==> config.mk <==
export PLATFORM = sky130hd
export DESIGN_NAME = tkm_ctrl
export DESIGN_NICKNAME = d
export VERILOG_FILES = /design/src/rtl/tkm_pkg.sv /design/src/rtl/tkm_ctrl.sv
export SDC_FILE = /design/constraint.sdc
export NUM_CORES = 1
export LEC_CHECK = 0
export BUFFER_PORTS_ARGS = -buffer_cell sky130_fd_sc_hd__buf_2
export CAP_MARGIN = 20
export CORE_ASPECT_RATIO = 0.75
export CORE_MARGIN = 5
export CORE_UTILIZATION = 30
export DETAILED_ROUTE_END_ITERATION = 10
export MAX_ROUTING_LAYER = met4
export PLACE_DENSITY = 0.59
export SLEW_MARGIN = 0
export SYNTH_ARGS = -nofsm -noshare
export SYNTH_HDL_FRONTEND = slang
export SYNTH_SLANG_ARGS = --single-unit
==> constraint.sdc <==
create_clock -name clk -period 1.9 [get_ports clk]
set_input_delay 0.095 -clock clk [delete_from_list [all_inputs] [get_ports clk]]
set_output_delay 0.095 -clock clk [all_outputs]
set_load 0.05 [all_outputs]
==> src/rtl/tkm_pkg.sv <==
// Shared constants, codes and controller/datapath link types for the trie keyword matcher.
package tkm_pkg;

  // Default table size
  localparam int TABLE_DEPTH_DEF = 1024;

  // Fixed field widths
  localparam int TABLE_ADDR_W = 10;
  localparam int BYTE_W       = 8;
  localparam int KEY_W        = 7;

  // Table entry encoding
  localparam logic [BYTE_W-1:0] FORK_BIT  = 8'h80;
  localparam logic [BYTE_W-1:0] LOW_SEVEN = 8'h7F;
  localparam logic [BYTE_W-1:0] TERM_CHAR = 8'h00;

  // Request kinds
  localparam logic REQ_LOAD  = 1'b0;
  localparam logic REQ_TOKEN = 1'b1;

  // Controller to datapath commands
  typedef struct packed {
    logic take_load;   // load transfer: write one table byte
    logic take_token;  // token transfer: latch the character
    logic rd_next;     // read the entry after the walk index
    logic idx_step;    // advance past a matched entry
    logic idx_skip;    // jump by the fork offset just read
    logic set_fail;    // mark the current word as failed
    logic res_capture; // capture the word result and restart the walk
    logic res_hit;     // captured result is a match (key from read data)
    logic out_load;    // move the captured result into the output register
  } tkm_cmd_t;

  // Datapath to controller status
  typedef struct packed {
    logic word_failed;
    logic char_zero;
    logic hit;
    logic is_fork;
    logic idx_ok;
    logic p1_ok;
    logic adv_ok;
    logic off_zero;
    logic out_busy;
  } tkm_sts_t;

endpackage

==> src/rtl/tkm_ctrl.sv <==
// Controller: sequences table reads for each character of the walk.
module tkm_ctrl
  import tkm_pkg::*;
(
  input  logic     clk,
  input  logic     rst,
  input  logic     in_valid,
  input  logic     in_type,
  output logic     in_ready,
  input  logic     out_ready,
  input  tkm_sts_t sts,
  output tkm_cmd_t cmd
);

  typedef enum logic [6:0] {
    S_IDLE = 7'b0000001,
    S_ENT  = 7'b0000010,
    S_EVAL = 7'b0000100,
    S_SKIP = 7'b0001000,
    S_KEY  = 7'b0010000,
    S_KEYV = 7'b0100000,
    S_PUT  = 7'b1000000
  } state_t;

  state_t state;
  state_t state_next;
  logic   fail;

  always_ff @(posedge clk) begin
    if (rst) begin
      state <= S_IDLE;
    end else begin
      state <= state_next;
    end
  end

  assign in_ready = (state == S_IDLE);

  // Next state and commands
  always_comb begin
    state_next = state;
    cmd        = '0;
    fail       = 1'b0;
    case (state)
      S_IDLE: begin
        if (in_valid) begin
          if (in_type == REQ_LOAD) begin
            cmd.take_load = 1'b1;
          end else begin
            cmd.take_token = 1'b1;
            state_next     = S_ENT;
          end
        end
      end
      // read the entry at the walk index
      S_ENT: begin
        if (sts.word_failed || !sts.idx_ok) begin
          fail = 1'b1;
        end else begin
          state_next = S_EVAL;
        end
      end
      // entry data valid; offset byte read in flight
      S_EVAL: begin
        cmd.rd_next = 1'b1;
        if (sts.hit) begin
          if (sts.char_zero) begin
            if (sts.adv_ok) begin
              cmd.idx_step = 1'b1;
              state_next   = S_KEY;
            end else begin
              fail = 1'b1;
            end
          end else begin
            cmd.idx_step = 1'b1;
            state_next   = S_IDLE;
          end
        end else if (sts.is_fork && sts.p1_ok) begin
          state_next = S_SKIP;
        end else begin
          fail = 1'b1;
        end
      end
      // fork offset valid
      S_SKIP: begin
        if (sts.off_zero) begin
          fail = 1'b1;
        end else begin
          cmd.idx_skip = 1'b1;
          state_next   = S_ENT;
        end
      end
      S_KEY: begin
        state_next = S_KEYV;
      end
      S_KEYV: begin
        cmd.res_capture = 1'b1;
        cmd.res_hit     = 1'b1;
        state_next      = S_PUT;
      end
      S_PUT: begin
        if (!sts.out_busy || out_ready) begin
          cmd.out_load = 1'b1;
          state_next   = S_IDLE;
        end
      end
      default: begin
        state_next = S_IDLE;
      end
    endcase

    // Failed word: report at the terminator, otherwise remember it
    if (fail) begin
      if (sts.char_zero) begin
        cmd.res_capture = 1'b1;
        state_next      = S_PUT;
      end else begin
        cmd.set_fail = 1'b1;
        state_next   = S_IDLE;
      end
    end
  end

endmodule

# Word level (Yosys, flattened, before mapping)
# Index checks and enable logic that the tools add are counted.
[word_totals]
regBits = 7
in_bits = 14
[op_classes]
eq_ne = 14
mux = 35
reduce_logical = 6
[op_table]
columns = ["operator", "count"]
rows = [
  ["$mux W7", 11],
  ["$pmux W7 S7", 1],
  ["$mux W1", 17],
  ["$mux W2", 5],
  ["$ne A3 B3 Y1 const B", 3],
  ["$eq A7 B1 Y1 const B", 1],
  ["$eq A7 B2 Y1 const B", 1],
  ["$eq A7 B3 Y1 const B", 1],
  ["$eq A7 B4 Y1 const B", 1],
  ["$eq A7 B5 Y1 const B", 1],
  ["$eq A7 B6 Y1 const B", 1],
  ["$eq A7 B7 Y1 const B", 1],
  ["$reduce_and A7 Y1", 1],
  ["$ne A3 B2 Y1 const B", 2],
  ["$ne A5 B5 Y1 const B", 1],
  ["$ne A4 B4 Y1 const B", 1],
  ["$pmux W1 S3", 1],
  ["$logic_not A1 Y1", 2],
  ["$logic_or A1 B1 Y1", 2],
  ["$logic_and A1 B1 Y1", 1],
]

# Logic depth before layout (Yosys ltp)
# Gate-level depths: netlist (run 1).
[depth]
depth_word = 6
ltp_mapped = 7

# Worst setup path before layout (run 1)
# OpenSTA, ideal clock, no wires.
[synth_path]
kind = "reg-to-output"
start = "register state[4]"
end = "output port cmd[2] in the netlist's numbering"
arrival_time_ns = 2.193
slack_ns = -0.388
path_stages_with_launch = 6
path_buffers = 1
cell_sequence = "dfxtp_1 nor3_2 and4b_1 buf_6 a32oi_2 o21ai_0"
[synth_lines]
columns = ["item", "line", "text"]
rows = [
  ["start: declaration", "tkm_ctrl.sv:25", "state_t state;"],
  ["start signal: assignment", "tkm_ctrl.sv:33", "state <= state_next;"],
  ["end: declaration", "tkm_ctrl.sv:12", "output tkm_cmd_t cmd"],
]

==> flow_summary.ini, run 1 <==
[worst_setup_path]
critPathRequiredTime_ps = 1800
slowest_stage = dfxtp_2
crit_chain = or2b_2, o22ai_2, a32oi_2, nand2b_2, inv_1, buf_4
end_kind = primary output
critPathLaunchType = register
cp_max_fo = 6
cp_top_family = simple AND/OR/NAND/NOR gates
crit_type = reg2out
cp_data_arrival_time_ps = 1700
path_buf_inv = 2
max_stage_delay_ps = 370

[yosys]
yosysSeqAreaShare = 0.2673
synth_area_um2 = 524.3
synth_nets = 80
syn_area_per_cell_um2 = 7.943
yosysWarnings = 0
yosys.area.top_type_share = 0.2673
synth_common_cells = nor2_1 (11), dfxtp_1 (7), nand3_1 (5), nand2_1 (4)
synthCells = 66
synth_ff_type = dfxtp_1
synth_area_leaders = dfxtp_1 (27%), nor2_1 (7.9%), nand3_1 (4.8%), buf_6 (4.3%), and3_1 (3.6%)
synth_seq_cells = 7
synth.most_common_cell = nor2_1
synth_area_leader_cell = dfxtp_1
synth_edf_count = 0
synth_cell_types = 30
ys_async_sr_fraction = 0

[timing]
fin_skew_ps = 6.559
hold_viol = 0
rsz0062_at_grt = no
setup_violations = 0
worst_slew_pin_slew_ps = 269.7
slew_viol_final = 0
finalCritPeriodShare = 0.9473
min_period_ps = 1800
setup_tns_ps = 0
relSlewSlack = 0.8202
hold_ws_ps = 74.60
worst_slack_ps = 100.1
max_freq_mhz = 555.6

[global_routing]
first_global_vias = 500
grt_pass1_wl_um = 2166
antenna_found_initial = 0
track_usage = 0.1164
grt_max_degree = 11
gr-total-overflow = 0

[cells_and_area]
antenna_cells = 0
final_nets = 108
final_area_um2 = 708.2
syn_to_final_growth_pct = 35.08
top_register = state
fillCellCount = 184
largestRegisters = state x7
drive_gt1_frac = 0.4839
largest_reg_flops = 7

[clocking]
clk_pin_slew_ps = 50
insertion_delay_ps = 250
cts_buffer_depth = 2
cts_buffers = 3
cts_tree = yes
cts-hold-fix-buffers = 0
cts.sinks = 7
htreeDepth = 1
cts.root.buffer_cell = clkbuf_4

[routing]
first_pass_iters = 4
met1Wirelength_um = 698
dr_wl_met3_um = 85
drc = 0
avgRoutedWirePerCell_um = 12.15
ant_nets = 0
topRoutingLayerUsed = met4
wirelength_um = 1397
vias_per_cell = 4.939
num_vias = 568
wl_met2_um = 571
initialDrtViolationCount = 5

[floorplanning]
num_rows = 13
core_mm2 = 0.001692
start_util = 0.3099
die_h_um = 46.21
ios = 24
die-width_um = 58.27
die-area_mm2 = 0.002692

[power]
power_density_mw_per_mm2 = 1156
leakagePower_nw = 0.3585
ir_worst_vdd_v = 0.0003468

[place]
place_ws_ps = 222.9
routabilityCongestion = 0.9029
place_hpwl_um = 1109
io_buffers = 23
placed_area_um2 = 664.4

[worst_hold_path]
hold_path_class = in2reg

[job]
maxCapViolations = 0

[status]
status = finished, final reports clean
-- per-layer routing --
layer,vias to the layer above,global-route usage
li1,290,-
met2,19,0.1425
met1,255,0.1557
met4,0,0.09722
met5,-,-
met3,4,0.02801
-- logic make-up after synthesis --
kind of cell              synth area share
xor gates and xnor gates           0.03342
AOI/OAI and AO/OA                   0.1146
buffers and inverters              0.07397
and+or+nand+nor                     0.5107
DFF                                 0.2673
-- worst paths after layout --
path	startpoint	end	slack, ps	cells after the start
worst min register to register	state[3]$_SDFFE_PP0P_	state[5]$_SDFFE_PP0P_	510	1
worst min-delay path	sts[6]	state[3]$_SDFFE_PP0P_	70	2
worst max register to register	state[4]$_SDFFE_PP0P_	state[6]$_SDFFE_PP0P_	420	5
worst max-delay path	state[1]$_SDFFE_PP0P_	cmd[3]	100	6
-- area by class of cell --
type                            instances  area, um^2  share of cell area
Sequential cell                         7       142.6              0.2014
Clock buffer                            4       26.28             0.03710
Inverter                                3       11.26             0.01590
Timing Repair Buffer                   26       140.1              0.1979
Multi-Input combinational cell         53       360.3              0.5088
Tap cell                               22       27.53             0.03887
-- placed cells by master, fill, tap and decap left out, types with 2 or more instances in the layout --
cell type,instances
xor2_1,2
buf_4,4
nand2_1,4
nor2b_1,2
dfxtp_1,5
nor2_1,10
inv_1,3
and3_1,3
or2b_2,2
o2111ai_1,2
clkbuf_4,3
a21oi_1,2
nand3_1,5
nand4b_1,2
dfxtp_2,2
nand4_1,2
buf_2,22
-- worst reg2reg max path: cells and delay by family, from the launching register on --
kind | cells | cell delay [ps]
flip-flops | 1 | 460
AO/OA/AOI/OAI | 1 | 270
AND/OR/NAND/NOR | 4 | 650
-- metrics by stage --
stage | power [mW] | util | instances
after floorplan | 0.5614 | - | 66
after global placement | 0.6674 | 0.3928 | 111
after detailed placement | 0.6691 | 0.3928 | 111
after CTS | 0.8074 | 0.4098 | 115
after global routing | 0.8833 | 0.4186 | 115
final | 0.8183 | 0.4186 | 115
-- what timing repair did --
action	4_1_cts	5_1_grt
gates cloned	0	0
setup endpoints to repair	1	4
resized for setup	1	4
endpoints found under the hold margin	0	0
buffers inserted	0	0
-- report_power, final --
| group | internal (mW) | switching [mW] |
|---|---|---|
| clock | 0.0801 | 0.0545 |
| combinational | 0.171 | 0.294 |
| sequential | 0.178 | 0.0403 |
(Power assumes the default switching activity.)
==> inputs of run 2 (changes only) <==
CORE_ASPECT_RATIO = not set   (was 0.75)
==> run 2 against run 1 <==
Against the previous run: cell area down 1.4%; sequential power about the same; count of clock-buffer cells in the layout down 1; combinational power down 4%; clock power up 4%; cell count down 5.2%; register-to-register slack worse by 30 ps; largest power group unchanged.
==> flow_summary.ini, run 2 (synthesis gave the netlist of run 1 again) <==
[floorplanning]
die_h_um = 51.81
core_mm2 = 0.001689
start_util = 0.3104
ios = 24
num_rows = 15
die-width_um = 51.81
die-area_mm2 = 0.002684

[cells_and_area]
top_register = state
final_nets = 107
largest_reg_flops = 7
final_util = 0.4133
fillCellCount = 171
largestRegisters = state x7
drive_gt1_frac = 0.4891
syn_to_final_growth_pct = 33.17
final_cell_mix = buf_2 (22), nor2_1 (10), nand3_1 (5), dfxtp_1 (5), nand2_1 (4)
antenna_cells = 0
final_common_cell = buf_2
seq_area_um2 = 142.6
multiInputGateArea_um2 = 359.1

[worst_setup_path]
critPathLaunchType = register
timing.rr.start = state[0]$_SDFFE_PP1P_
reg2reg_depth = 5
critPathRequiredTime_ps = 1800
r2r-end = state[6]$_SDFFE_PP0P_
cp_data_arrival_time_ps = 1710
setup.worst_path.start = state[3]$_SDFFE_PP0P_
cp_max_fo = 10
crit_type = reg2out
timing.reg2reg.setup_slack_ps = 390
end_kind = primary output
max_stage_delay_ps = 370
slowest_stage = dfxtp_2
crit_chain = or2b_2, o22ai_1, a32oi_2, o21ai_1, buf_2

[timing]
fin_skew_ps = 6.511
hold_ws_ps = 55.02
slew_viol_final = 0
min_period_ps = 1804
setup_tns_ps = 0
rsz0062_at_grt = no
setup_violations = 0
hold_viol = 0
max_freq_mhz = 554.3
worst_slew_pin_slew_ps = 329.8
finalCritPeriodShare = 0.9496
relSlewSlack = 0.7789

[job]
maxCapViolations = 0

[place]
routabilityCongestion = 0.8136
place_hpwl_um = 1086
io_buffers = 23

[status]
status = finished, final reports clean

[worst_hold_path]
hold_start = sts[6]
hold_path_class = in2reg
min_to = state[3]$_SDFFE_PP0P_
hold_depth = 2

[global_routing]
antenna_found_initial = 0
gr-total-overflow = 0
track_usage = 0.1058
first_global_vias = 504
grt_max_degree = 11
grt_pass1_wl_um = 2049

[clocking]
htreeDepth = 1
cts_post_setup_buffers_inserted = 0
cts_buffers = 3
insertion_delay_ps = 260
cts_buffer_depth = 2
clk_pin_slew_ps = 60
cts.sinks = 7
cts.root.buffer_cell = clkbuf_4
cts-hold-fix-buffers = 0
cts_tree = yes

[routing]
num_vias = 587
drc = 0
initialDrtViolationCount = 15
wirelength_um = 1374
first_pass_iters = 4
ant_nets = 0
vias_per_cell = 5.385
avgRoutedWirePerCell_um = 12.61

[power]
p_int_uw = 417.5
p_seq_frac = 0.272
switching_share = 0.4836
p_switching_uw = 390.9
pwr-share-clk = 0.173
finalPower_uw = 808.3
power_density_mw_per_mm2 = 1158
power_frac_comb = 0.555
leakagePower_nw = 0.3538
ir_worst_vdd_v = 0.0005491
-- run 2: cell count changes in the layout (fill, tap and decap cells not counted), sizes merged --
cell,previous run,this run
buf,26,25
clkbuf,4,3
clkinv,0,1
-- run 2: what timing repair did --
item,4_1_cts,5_1_grt
hold endpoints to repair,0,0
setup endpoints to repair,1,6
resized for setup,1,5
-- run 2: worst max path at each step --
stage | end | slack [ps] | depth (start not counted)
6_report | cmd[2] | 100 | 5
5_1_grt | cmd[3] | 5 | 6
4_1_cts | cmd[2] | 20 | 4
3_5_place_dp | cmd[3] | 270 | 6
3_3_place_gp | cmd[3] | 300 | 6
2_1_floorplan | cmd[2] | -8 | 5
-- run 2: layout make-up --
class	count	area share
well taps	17	0.03047
repair buffers	25	0.1953
multi-input cells	53	0.5143
flip-flops and latches	7	0.2043
inverters	3	0.01613
clock inverters	1	0.007168
clock buffers	3	0.03226
-- run 2: metrics by stage --
stage / worst slack (ps) / instance area (um^2) / cells
2_1_floorplan: -7.692 / 526.8 / 66
3_3_place_gp: 297.1 / 650.6 / 105
3_5_place_dp: 267.9 / 650.6 / 105
4_1_cts: 15.73 / 680.7 / 109
5_1_grt: 5.008 / 698.2 / 109
6_report: 95.83 / 698.2 / 109
-- run 2: power groups by stage --
stage | logic (mW) | registers, mW | clock network [mW]
after global placement | 0.437 | 0.213 | 0
final | 0.448 | 0.220 | 0.140
after CTS | 0.439 | 0.211 | 0.144
after floorplan | 0.355 | 0.206 | 0
after global routing | 0.483 | 0.226 | 0.155
after detailed placement | 0.436 | 0.215 | 0
-- run 2: critical path: cells and delay by family (launching register included) --
family	cells	cell delay [ps]
flip-flops	1	370
AND/OR/NAND/NOR	1	300
buffers and inverters	1	280
AO/OA/AOI/OAI	3	500
-- run 2: layer usage --
metal / vias to the layer above / routed length, um / global-route usage
li1: 291 / - / -
met5: - / 0 / -
met4: 0 / 46 / 0.07860
met3: 6 / 76 / 0.02006
met2: 20 / 636 / 0.1610
met1: 270 / 616 / 0.1235
